`src/sha256_pkg.sv`:
```
// ----------------------------------------------------------------------------
// SHA-256 package
// Shared types, round constants and functions for the SHA-256 hasher.
// ----------------------------------------------------------------------------
package sha256_pkg;

    localparam int WordW = 32;

    typedef logic [WordW-1:0] word_t;

    typedef struct packed {
        logic [7:0] data_byte;
        logic       byte_valid;
        logic       message_end;
    } in_item_t;

    typedef struct packed {
        logic [31:0] digest_word;
        logic [2:0]  word_index;
        logic        last_word;
    } out_item_t;

    // Commands from the controller to the datapath.
    typedef struct packed {
        logic       load_byte;   // write byte_val into the window at block_pos
        logic [7:0] byte_val;
        logic [5:0] block_pos;
        logic       start_comp;  // copy chain value into working registers
        logic       do_round;    // run one round
        logic [5:0] round_idx;
        logic       fold;        // add working registers into chain value
        logic       reinit;      // return chain value to its initial value
        logic [2:0] rd_idx;      // digest word to present
    } dp_cmd_t;

    localparam word_t InitHash [8] = '{
        32'h6a09e667, 32'hbb67ae85, 32'h3c6ef372, 32'ha54ff53a,
        32'h510e527f, 32'h9b05688c, 32'h1f83d9ab, 32'h5be0cd19
    };

    localparam logic [7:0] PadByte = 8'h80;

    function automatic word_t round_k(input logic [5:0] r);
        word_t k;
        case (r)
            6'd0: k = 32'h428a2f98; 6'd1: k = 32'h71374491; 6'd2: k = 32'hb5c0fbcf;
            6'd3: k = 32'he9b5dba5; 6'd4: k = 32'h3956c25b; 6'd5: k = 32'h59f111f1;
            6'd6: k = 32'h923f82a4; 6'd7: k = 32'hab1c5ed5; 6'd8: k = 32'hd807aa98;
            6'd9: k = 32'h12835b01; 6'd10: k = 32'h243185be; 6'd11: k = 32'h550c7dc3;
            6'd12: k = 32'h72be5d74; 6'd13: k = 32'h80deb1fe; 6'd14: k = 32'h9bdc06a7;
            6'd15: k = 32'hc19bf174; 6'd16: k = 32'he49b69c1; 6'd17: k = 32'hefbe4786;
            6'd18: k = 32'h0fc19dc6; 6'd19: k = 32'h240ca1cc; 6'd20: k = 32'h2de92c6f;
            6'd21: k = 32'h4a7484aa; 6'd22: k = 32'h5cb0a9dc; 6'd23: k = 32'h76f988da;
            6'd24: k = 32'h983e5152; 6'd25: k = 32'ha831c66d; 6'd26: k = 32'hb00327c8;
            6'd27: k = 32'hbf597fc7; 6'd28: k = 32'hc6e00bf3; 6'd29: k = 32'hd5a79147;
            6'd30: k = 32'h06ca6351; 6'd31: k = 32'h14292967; 6'd32: k = 32'h27b70a85;
            6'd33: k = 32'h2e1b2138; 6'd34: k = 32'h4d2c6dfc; 6'd35: k = 32'h53380d13;
            6'd36: k = 32'h650a7354; 6'd37: k = 32'h766a0abb; 6'd38: k = 32'h81c2c92e;
            6'd39: k = 32'h92722c85; 6'd40: k = 32'ha2bfe8a1; 6'd41: k = 32'ha81a664b;
            6'd42: k = 32'hc24b8b70; 6'd43: k = 32'hc76c51a3; 6'd44: k = 32'hd192e819;
            6'd45: k = 32'hd6990624; 6'd46: k = 32'hf40e3585; 6'd47: k = 32'h106aa070;
            6'd48: k = 32'h19a4c116; 6'd49: k = 32'h1e376c08; 6'd50: k = 32'h2748774c;
            6'd51: k = 32'h34b0bcb5; 6'd52: k = 32'h391c0cb3; 6'd53: k = 32'h4ed8aa4a;
            6'd54: k = 32'h5b9cca4f; 6'd55: k = 32'h682e6ff3; 6'd56: k = 32'h748f82ee;
            6'd57: k = 32'h78a5636f; 6'd58: k = 32'h84c87814; 6'd59: k = 32'h8cc70208;
            6'd60: k = 32'h90befffa; 6'd61: k = 32'ha4506ceb; 6'd62: k = 32'hbef9a3f7;
            default: k = 32'hc67178f2;
        endcase
        return k;
    endfunction

    function automatic word_t rotr(input word_t x, input int n);
        return (x >> n) | (x << (WordW - n));
    endfunction

endpackage

```
`src/sha256_if.sv`:
```
// ----------------------------------------------------------------------------
// SHA-256 stream interfaces
// Valid/ready channels for input items and digest words.
// ----------------------------------------------------------------------------
interface sha256_in_if;
    import sha256_pkg::*;
    logic     valid;
    logic     ready;
    in_item_t data;
    modport source (output valid, output data, input ready);
    modport sink (input valid, input data, output ready);
    modport monitor (input valid, input data, input ready);
endinterface

interface sha256_out_if;
    import sha256_pkg::*;
    logic      valid;
    logic      ready;
    out_item_t data;
    modport source (output valid, output data, input ready);
    modport sink (input valid, input data, output ready);
    modport monitor (input valid, input data, input ready);
endinterface

```
`src/sha256_datapath.sv`:
```
// ----------------------------------------------------------------------------
// SHA-256 datapath
// Message schedule window, working registers, one round per cycle, chain value.
// ----------------------------------------------------------------------------
module sha256_datapath (
    input  logic                  clk,
    input  logic                  rst_n,
    input  sha256_pkg::dp_cmd_t   cmd,
    output sha256_pkg::word_t     digest
);
    import sha256_pkg::*;

    word_t chain_reg [8];
    word_t work_reg  [8];
    word_t win_reg   [16];

    word_t w_cur, w2, w15, s0, s1, t1, t2, a, e;
    logic [3:0] widx;
    logic [4:0] sh;

    assign a = work_reg[0];
    assign e = work_reg[4];
    assign w2  = win_reg[4'(cmd.round_idx - 6'd2)];
    assign w15 = win_reg[4'(cmd.round_idx - 6'd15)];
    assign s1 = rotr(w2, 17) ^ rotr(w2, 19) ^ (w2 >> 10);
    assign s0 = rotr(w15, 7) ^ rotr(w15, 18) ^ (w15 >> 3);

    always_comb
    begin
        if (cmd.round_idx < 6'd16)
            w_cur = win_reg[cmd.round_idx[3:0]];
        else
            w_cur = s1 + win_reg[4'(cmd.round_idx - 6'd7)] + s0
                  + win_reg[cmd.round_idx[3:0]];
        t1 = work_reg[7] + (rotr(e, 6) ^ rotr(e, 11) ^ rotr(e, 25))
           + ((e & work_reg[5]) ^ (~e & work_reg[6])) + round_k(cmd.round_idx) + w_cur;
        t2 = (rotr(a, 2) ^ rotr(a, 13) ^ rotr(a, 22))
           + ((a & work_reg[1]) ^ (a & work_reg[2]) ^ (work_reg[1] & work_reg[2]));
    end

    assign widx = cmd.block_pos[5:2];
    assign sh   = {~cmd.block_pos[1:0], 3'b000};

    always_ff @(posedge clk or negedge rst_n)
    begin
        if (!rst_n) begin
            for (int i = 0; i < 8; i++) chain_reg[i] <= InitHash[i];
        end else if (cmd.reinit) begin
            for (int i = 0; i < 8; i++) chain_reg[i] <= InitHash[i];
        end else if (cmd.fold) begin
            for (int i = 0; i < 8; i++) chain_reg[i] <= chain_reg[i] + work_reg[i];
        end
    end

    // The window is always written before it is read, so it needs no reset.
    always_ff @(posedge clk)
    begin
        if (cmd.load_byte) begin
            if (cmd.block_pos[1:0] == 2'd0)
                win_reg[widx] <= word_t'(cmd.byte_val) << sh;
            else
                win_reg[widx] <= win_reg[widx] | (word_t'(cmd.byte_val) << sh);
        end else if (cmd.do_round) begin
            win_reg[cmd.round_idx[3:0]] <= w_cur;
        end
        if (cmd.start_comp) begin
            for (int i = 0; i < 8; i++) work_reg[i] <= chain_reg[i];
        end else if (cmd.do_round) begin
            work_reg[7] <= work_reg[6];
            work_reg[6] <= work_reg[5];
            work_reg[5] <= work_reg[4];
            work_reg[4] <= work_reg[3] + t1;
            work_reg[3] <= work_reg[2];
            work_reg[2] <= work_reg[1];
            work_reg[1] <= work_reg[0];
            work_reg[0] <= t1 + t2;
        end
    end

    assign digest = chain_reg[cmd.rd_idx];

endmodule

```
`src/sha256_ctrl.sv`:
```
// ----------------------------------------------------------------------------
// SHA-256 controller
// Sequences byte loading, padding, compression rounds and digest output.
// ----------------------------------------------------------------------------
module sha256_ctrl (
    input  logic                 clk,
    input  logic                 rst_n,
    input  logic                 in_valid,
    input  sha256_pkg::in_item_t in_item,
    output logic                 in_ready,
    output logic                 out_valid,
    input  logic                 out_ready,
    output logic [2:0]           out_idx,
    output sha256_pkg::dp_cmd_t  cmd
);
    import sha256_pkg::*;

    typedef enum logic [2:0] {
        ST_IDLE, ST_START, ST_ROUND, ST_FOLD, ST_PAD, ST_EMIT
    } state_t;

    state_t      state_reg;
    logic [5:0]  pos_reg;
    logic [60:0] count_reg;
    logic [5:0]  round_reg;
    logic        pend_end_reg;  // message end waiting after a byte compression
    logic        marker_reg;    // the 0x80 marker byte has been written
    logic        len_here_reg;  // the current block carries the bit length
    logic [2:0]  widx_reg;
    logic [63:0] bits;
    logic [7:0]  pad_byte;
    logic        accept;

    assign accept   = in_valid && in_ready;
    assign in_ready = (state_reg == ST_IDLE);
    assign bits     = {count_reg, 3'b000};
    assign out_valid = (state_reg == ST_EMIT);
    assign out_idx   = widx_reg;

    // Padding writes the marker first, then zeros, and the big-endian bit
    // length in the last eight bytes of the block that has room for it.
    always_comb
    begin
        if (!marker_reg)
            pad_byte = PadByte;
        else if (len_here_reg && pos_reg >= 6'd56)
            pad_byte = bits[{~pos_reg[2:0], 3'b111} -: 8];
        else
            pad_byte = 8'h00;
    end

    always_comb
    begin
        cmd = '0;
        cmd.block_pos = pos_reg;
        cmd.round_idx = round_reg;
        cmd.rd_idx    = widx_reg;
        case (state_reg)
            ST_IDLE:
            begin
                cmd.load_byte = accept && in_item.byte_valid;
                cmd.byte_val  = in_item.data_byte;
            end
            ST_PAD:
            begin
                cmd.load_byte = 1'b1;
                cmd.byte_val  = pad_byte;
            end
            ST_START: cmd.start_comp = 1'b1;
            ST_ROUND: cmd.do_round = 1'b1;
            ST_FOLD:  cmd.fold = 1'b1;
            ST_EMIT:  cmd.reinit = out_ready && (widx_reg == 3'd7);
            default: ;
        endcase
    end

    always_ff @(posedge clk or negedge rst_n)
    begin
        if (!rst_n) begin
            state_reg    <= ST_IDLE;
            pos_reg      <= '0;
            count_reg    <= '0;
            round_reg    <= '0;
            pend_end_reg <= 1'b0;
            marker_reg   <= 1'b0;
            len_here_reg <= 1'b0;
            widx_reg     <= '0;
        end else begin
            case (state_reg)
                ST_IDLE:
                begin
                    if (accept) begin
                        pend_end_reg <= in_item.message_end;
                        marker_reg   <= 1'b0;
                        len_here_reg <= 1'b0;
                        if (in_item.byte_valid) begin
                            pos_reg   <= pos_reg + 6'd1;
                            count_reg <= count_reg + 61'd1;
                            if (pos_reg == 6'd63)
                                state_reg <= ST_START;
                            else if (in_item.message_end)
                                state_reg <= ST_PAD;
                        end else if (in_item.message_end) begin
                            state_reg <= ST_PAD;
                        end
                    end
                end
                ST_PAD:
                begin
                    pos_reg <= pos_reg + 6'd1;
                    if (!marker_reg) begin
                        // The length fits behind the marker only below offset 56.
                        marker_reg   <= 1'b1;
                        len_here_reg <= (pos_reg < 6'd56);
                    end
                    if (pos_reg == 6'd63)
                        state_reg <= ST_START;
                end
                ST_START:
                begin
                    round_reg <= '0;
                    state_reg <= ST_ROUND;
                end
                ST_ROUND:
                begin
                    round_reg <= round_reg + 6'd1;
                    if (round_reg == 6'd63)
                        state_reg <= ST_FOLD;
                end
                ST_FOLD:
                begin
                    if (pend_end_reg && len_here_reg) begin
                        state_reg <= ST_EMIT;
                    end else if (pend_end_reg) begin
                        // The marker did not leave room for the length, so a
                        // further block of zeros and the length follows.
                        if (marker_reg)
                            len_here_reg <= 1'b1;
                        state_reg <= ST_PAD;
                    end else begin
                        state_reg <= ST_IDLE;
                    end
                end
                ST_EMIT:
                begin
                    if (out_ready) begin
                        widx_reg <= widx_reg + 3'd1;
                        if (widx_reg == 3'd7) begin
                            state_reg    <= ST_IDLE;
                            pos_reg      <= '0;
                            count_reg    <= '0;
                            pend_end_reg <= 1'b0;
                            marker_reg   <= 1'b0;
                            len_here_reg <= 1'b0;
                        end
                    end
                end
                default: state_reg <= ST_IDLE;
            endcase
        end
    end

endmodule

```
`src/sha256_message_hasher_unit.sv`:
```
// ----------------------------------------------------------------------------
// SHA-256 message hasher
// Streams bytes, pads the message and emits the 256-bit digest as eight words.
// ----------------------------------------------------------------------------
//  Channel | Role   | Beat payload
//  in_ch   | sink   | data_byte[7:0], byte_valid, message_end
//  out_ch  | source | digest_word[31:0], word_index[2:0], last_word
//
// in_ch.ready is high whenever the unit is idle.
// The 64th byte of a block drops ready while the working registers are loaded,
// the rounds run and the working registers are folded into the chain value.
// An end beat pads one byte per cycle to the end of the block and compresses;
// a marker at offset 56 or later adds a second padded block.
// The eight digest beats go out one per cycle while out_ch.ready is high, and
// in_ch stays stalled until the last one is taken. Reset clears all counters
// and restores the initial hash value.
// ----------------------------------------------------------------------------
module sha256_message_hasher_unit (
    input  logic        clk,
    input  logic        rst_n,
    sha256_in_if.sink   in_ch,
    sha256_out_if.source out_ch
);
    import sha256_pkg::*;

    dp_cmd_t    cmd;
    word_t      digest;
    logic [2:0] out_idx;

    // The controller owns the handshakes and every counter; the datapath only
    // follows its commands.
    sha256_ctrl u_ctrl (
        .clk       (clk),
        .rst_n     (rst_n),
        .in_valid  (in_ch.valid),
        .in_item   (in_ch.data),
        .in_ready  (in_ch.ready),
        .out_valid (out_ch.valid),
        .out_ready (out_ch.ready),
        .out_idx   (out_idx),
        .cmd       (cmd)
    );

    sha256_datapath u_dp (
        .clk    (clk),
        .rst_n  (rst_n),
        .cmd    (cmd),
        .digest (digest)
    );

    // The digest word is read straight from the chain value, which holds
    // still while a beat waits for the receiver.
    assign out_ch.data.digest_word = digest;
    assign out_ch.data.word_index  = out_idx;
    assign out_ch.data.last_word   = (out_idx == 3'd7);

    // A waiting digest beat keeps its payload until it is taken.
    a_out_hold: assert property (@(posedge clk) disable iff (!rst_n)
        out_ch.valid && !out_ch.ready |=> out_ch.valid && $stable(out_ch.data));

    // Input is never taken while digest words are being sent.
    a_no_overlap: assert property (@(posedge clk) disable iff (!rst_n)
        !(in_ch.ready && out_ch.valid));

    // The last flag marks the eighth word only.
    a_last_word: assert property (@(posedge clk) disable iff (!rst_n)
        out_ch.valid |-> (out_ch.data.last_word == (out_ch.data.word_index == 3'd7)));

endmodule
```
`src/flat_wrapper.sv`:
```
// flat-port wrapper written by rule: the top's interface ports become plain ports
module sha256_message_hasher_unit_flat import sha256_pkg::*;
  (clk, rst_n, in_ch_valid, in_ch_data, in_ch_ready, out_ch_valid, out_ch_data, out_ch_ready);
  sha256_in_if in_ch_i ();
  sha256_out_if out_ch_i ();
  input  logic clk;
  input  logic rst_n;
  input wire logic [$bits(in_ch_i.valid)-1:0] in_ch_valid;
  input wire logic [$bits(in_ch_i.data)-1:0] in_ch_data;
  output wire logic [$bits(in_ch_i.ready)-1:0] in_ch_ready;
  output wire logic [$bits(out_ch_i.valid)-1:0] out_ch_valid;
  output wire logic [$bits(out_ch_i.data)-1:0] out_ch_data;
  input wire logic [$bits(out_ch_i.ready)-1:0] out_ch_ready;
  assign in_ch_i.valid = in_ch_valid;
  assign in_ch_i.data = in_ch_data;
  assign in_ch_ready = in_ch_i.ready;
  assign out_ch_valid = out_ch_i.valid;
  assign out_ch_data = out_ch_i.data;
  assign out_ch_i.ready = out_ch_ready;
  sha256_message_hasher_unit u_core (.clk(clk), .rst_n(rst_n), .in_ch(in_ch_i), .out_ch(out_ch_i));
endmodule
```
`config.mk`:
```
export PLATFORM = sky130hd
export DESIGN_NAME = sha256_message_hasher_unit_flat
export DESIGN_NICKNAME = d
export VERILOG_FILES = /design/src/sha256_pkg.sv /design/src/sha256_if.sv /design/src/sha256_datapath.sv /design/src/sha256_ctrl.sv /design/src/sha256_message_hasher_unit.sv /design/src/flat_wrapper.sv
export SDC_FILE = /design/constraint.sdc
export NUM_CORES = 2
export LEC_CHECK = 0
export BUFFER_PORTS_ARGS = -buffer_cell sky130_fd_sc_hd__clkbuf_2
export CAP_MARGIN = 30
export CORE_MARGIN = 10
export CORE_UTILIZATION = 55
export CTS_BUF_LIST = sky130_fd_sc_hd__clkbuf_8
export CTS_CLUSTER_SIZE = 40
export DETAILED_ROUTE_END_ITERATION = 8
export PLACE_DENSITY = 0.76
export REMOVE_ABC_BUFFERS = 1
export SLEW_MARGIN = 20
export SYNTH_ARGS = -nofsm -noshare
export SYNTH_HDL_FRONTEND = slang
export SYNTH_SLANG_ARGS = --single-unit
```
`constraint.sdc`:
```
create_clock -name clk -period 18.8 [get_ports clk]
set_input_delay 5.64 -clock clk [delete_from_list [all_inputs] [get_ports clk]]
set_output_delay 5.64 -clock clk [all_outputs]
set_load 0.1 [all_outputs]
```
* Word level (Yosys, flattened, before mapping)
Memory sizes are Yosys's and may differ from the RTL's. Index checks and enable logic that the tools add are counted. Widths: inputs -> output; s select.
Storage, ports and cells: bits in registers 338, bits in writable memories 768, memory bits (read-only) 2048, bits of input ports 14, output and inout port bits 38, word-level logic and storage cells 199, memories kept 3
Memories:
- (no name shown) | words 64, bits a word 32, rd ports 1, clocked after memory_dff 0, wr ports 0, RTL line sha256_pkg.sv:45 | case (r)
- u_core.u_dp.win_reg | words 16, bits a word 32, rd ports 5, clocked after memory_dff 0, wr ports 1, RTL line sha256_datapath.sv:15 | word_t win_reg [16];
- u_core.u_dp.work_reg | words 8, bits a word 32, rd ports 8, clocked after memory_dff 0, wr ports 8, RTL line sha256_datapath.sv:14 | word_t work_reg [8];
Cells by class: add/sub/neg operators 25, magnitude comparators 4, eq/ne operators 18, shifts and indexed selects 2, mux-type cells 71, bitwise gates (word level) 40, reduce and logical (&&, ||, !) cells 20
Operator list (number):
- $add 32x32->32 | 18
- $mux 256 | 2
- $mux 32 | 13
- $xor 32x32->32 | 9
- $mux 61 | 4
- $and 32x32->32 | 5
- $pmux 61 s2 | 1
- $bmux 32 s3 | 1
- $shiftx 71x7->8 | 1
- $add 61x1->61 const B | 1
- $not 32->32 | 1
- $or 10x32->32 | 1
- $or 13x32->32 | 1
- $or 14x32->32 | 1
- $or 15x32->32 | 1
- $or 19x32->32 | 1
- $or 21x32->32 | 1
- $or 25x32->32 | 1
- $or 26x32->32 | 1
- $or 30x32->32 | 1
- $or 32x32->32 | 1
- $or 7x32->32 | 1
- $reduce_or 32->1 | 1
- $shl 8x5->32 | 1
- 43 further kinds | 111

* Longest topological paths before layout
An unclocked memory read counts as a cell.
depth in word-level cells 12, depth in mapped cells 59, mapped depth without buffers 54

* Cells and area by module
Synthesis repeated with hierarchy kept, for this count alone.
Second synthesis, totals: cells, all modules 8074, area total of the unflattened synthesis 88204.6 um^2
Modules (own cells, without submodules):
- sha256_datapath | instances 1, cells each 7520, area an instance 83178.5 um^2, sequential area each 29638.4 um^2
- sha256_ctrl | instances 1, cells each 553, area an instance 5019.8 um^2, sequential area each 2052.0 um^2
- sha256_message_hasher_unit | instances 1, cells each 1, area an instance 6.3 um^2, sequential area each 0.0 um^2

* Worst setup path before layout
No wires, ideal clock.
path kind register to register, start point register u_core.u_ctrl.round_reg[2], end point memory u_core.u_dp.work_reg[0][31] (netlist name), data pin, library setup time 0.266 ns, data arrival time 12.493 ns, data required time 18.534 ns, slack 6.042 ns, cell stages (with the launch flop) 57, buffers on the path 8, clock period less this slack 12.758 ns, path through dfrtp_1 > clkbuf_1 > inv_1 > clkbuf_1 > clkbuf_1 > buf_1 > ha_1 > clkbuf_1 > buf_6 > buf_2 > clkbuf_1 > mux4_2 > xnor2_1 > xnor2_1 > fa_1 > inv_1 > fa_1 > inv_1 > [... 21 more ...] > o31ai_1 > a21oi_1 > nor3_1 > or3_1 > a21oi_1 > xor2_1 > fa_1 > inv_1 > ha_1 > a21o_1 > a21oi_1 > nand2_1 > a211oi_1 > o31ai_1 > a21oi_1 > xnor2_1 > xnor2_1 > o21ai_1
RTL lines:
- start: declaration | RTL line sha256_ctrl.sv:25 | logic [5:0] round_reg;
- start signal: assignment | RTL line sha256_ctrl.sv:126 | round_reg <= round_reg + 6'd1;
- end: declaration | RTL line sha256_datapath.sv:14

==> out/results.ini <==
[logic_synthesis]
yosysSeqAreaShare_pct = 36.6
ys.flop_type = edfxtp_1
yosysTopAreaCell = edfxtp_1
synth.avg_cell_area_sq_um = 11.0
netlist_area_sq_um = 86600
yosysTopAreaCellShare_pct = 26.6
yosysMostFrequentCell = nand2_1
synthesis.instances = 7849
synth_edf_count = 768
synth-seq-cells = 1106
ys_types = 102
ys_top_cells_by_count = 978 x nand2_1, 768 x edfxtp_1, 666 x mux4_2, 533 x o21ai_0, 469 x a21oi_1
synth_area_leaders = edfxtp_1 27%, mux4_2 17%, ha_1 5.9%
yosysWarnings = 0
synthArstFlopShare_pct = 30.6

[clock_network]
ctsHoldBuffers = 0
clk_pin_slew_ns = 0.06
numCtsBuffers = 196
root_buffer = clkbuf_8
cts-resized-gates = 0
insertion_delay_ns = 1.03
clock-sinks = 1106
cts_setup_buffers = 0
clockBufferDepth = 3
ctsHtreeMaxLevel = 4
cts_tree = built

[worst_setup_path]
path_class = register to register
crit_top_cell = a21oi_1
start_kind = register
worstPathMaxFanout = 44
slowest_delay_ns = 1.08
crit_slowest_cell = ha_4
end_kind = register
critPathArrivalTime_ns = 15.79
cp.required_ns = 19.52

[routing]
routed_wl_um = 296000
first_pass_iters = 9
vias_per_cell = 6.87
first_iter_violations = 9035
drc = 0
vias = 68770
drt-wirelength-per-cell_um = 29.6
drtAntennaViolNets = 0

[layout]
multi_input_area_sq_um = 51600
seqCellArea_sq_um = 31700
area_growth_pct = 7.46
drive_gt1_share_pct = 18.3
nFillCells = 12460
largest_register_ffs = 512
final_cell_area_sq_um = 93100
nets = 8405

[place]
dp_hpwl_um = 207000
portBuffers = 51
dpl_cell_area_sq_um = 89000
place.gp.congestion = 1.02
place_ws_ns = 3.97

[grt]
antenna_found_initial = 5
grt_pass1_wl_um = 437000
grt_pass1_vias = 67943
grtUsageTotal_pct = 33.3
grt_overflow = 0
grt_max_degree = 166

[timing]
maxSlewViolCount = 0
rsz0062_at_grt = no
max_slew.worst_pin.slew_ns = 1.12
min_period_over_period_pct = 80.1
slew_headroom_pct = 24.4
final-setup-viol-count = 0
fin_crit_ns = 15.07
finalClockSkew_ns = 0.0827
worst_slack_ns = 3.73
fmax_mhz = 66.4
report.final.hold_viol_count = 0

[job]
max_cap_violations = 0

[die]
num_rows = 145
die_x_um = 417
die_h_um = 417
io_pins = 52
die-area_sq_um = 174000
initial_core_util_pct = 55.4
core_sq_um = 156000

[worst_hold_path]
min_path_type = register to register

[status]
status = finished, final reports clean

[worst max-delay path, delay by kind of cell (launching register included)]
family	cells	cell delay [ns]
compound gates	19	4.23
xor+xnor	5	0.95
fa+ha+maj	10	4.64
buf+inv	8	1.58
flops	1	0.67
mux	2	1.23
simple gates	6	1.42
[area by class of cell]
| class | instances | area share, % |
|---|---|---|
| diodes | 4 | 0.0108 |
| inverters | 445 | 1.80 |
| repair buffers | 206 | 1.67 |
| clock buffers | 216 | 3.19 |
| clock inverters | 146 | 1.02 |
| multi-input cells | 5832 | 55.5 |
| flip-flops and latches | 1106 | 34.1 |
| well taps | 2058 | 2.77 |
[layer usage]
metal	vias up	track usage, %	routed length (um)	share of wire, %
li1	29102	-	-	-
met1	33925	40.8	104000	35
met2	4691	53.5	138000	46
met3	1050	7.03	30500	10
met4	2	21.8	23500	7.9
met5	-	0	8	0.0027
[cell usage in the layout (no fill, tap or decap), types with 31 or more instances in the layout]
cell,n
clkinv_2,35
clkbuf_8,216
o221ai_1,32
nand2_1,975
o21bai_1,46
edfxtp_1,768
nor3_1,124
fa_1,196
o21a_1,66
and3_1,41
mux2i_1,142
a21oi_1,469
dfrtp_1,189
nand2b_1,72
nor2_1,407
xor2_1,247
mux2_2,76
a22oi_1,31
clkinv_1,36
inv_1,491
dfstp_2,136
a21o_1,198
o31ai_1,50
a31oi_1,39
buf_4,136
nand3_1,144
a221oi_1,40
or3_1,39
clkbuf_2,51
o21ai_0,525
a211oi_1,40
ha_1,404
mux4_2,666
nor2b_1,41
xnor2_1,367
[worst paths after layout]
path                                                   startpoint                                     end  slack, ns  cells past startpoint
max                        u_core.u_ctrl.round_reg[0]$_DFFE_PN0P_   u_core.u_dp.work_reg[0][31]$_DFFE_PP_       3.73                     50
max in group asynchronous                                   rst_n   u_core.u_dp.chain_reg[77]$_DFFE_PN1P_      12.09                      4
min                        u_core.u_dp.chain_reg[172]$_DFFE_PN1P_  u_core.u_dp.chain_reg[172]$_DFFE_PN1P_       0.52                      2
min reg2reg                u_core.u_dp.chain_reg[172]$_DFFE_PN1P_  u_core.u_dp.chain_reg[172]$_DFFE_PN1P_       0.52                      2
min in group asynchronous                                   rst_n   u_core.u_dp.chain_reg[64]$_DFFE_PN0P_       4.68                      1
max reg2reg                u_core.u_ctrl.round_reg[0]$_DFFE_PN0P_   u_core.u_dp.work_reg[0][31]$_DFFE_PP_       3.73                     50
[through the flow]
step	utilization [%]	TNS (ns)	hold WS [ns]	cells
global route	59.5	0	0.538	10012
global placement	56.9	0	0.497	9629
floorplan	-	-5867.75	0.462	7383
finish	59.5	0	0.524	10013
detailed placement	56.9	0	0.513	9638
CTS	59.4	0	0.523	10000
[kinds of logic after synthesis]
family                     share of synthesized area [%]
and+or+nand+nor                                     9.92
AOI/OAI and AO/OA                                   12.7
adders and majority gates                           10.5
xor gates and xnor gates                            6.27
DFF                                                 36.6
muxes                                               20.0
buffers and inverters                               4.09
Power is left out: the tool's default activity adds up to more than one toggle a clock period on the data nets, which glitch-free logic cannot reach.
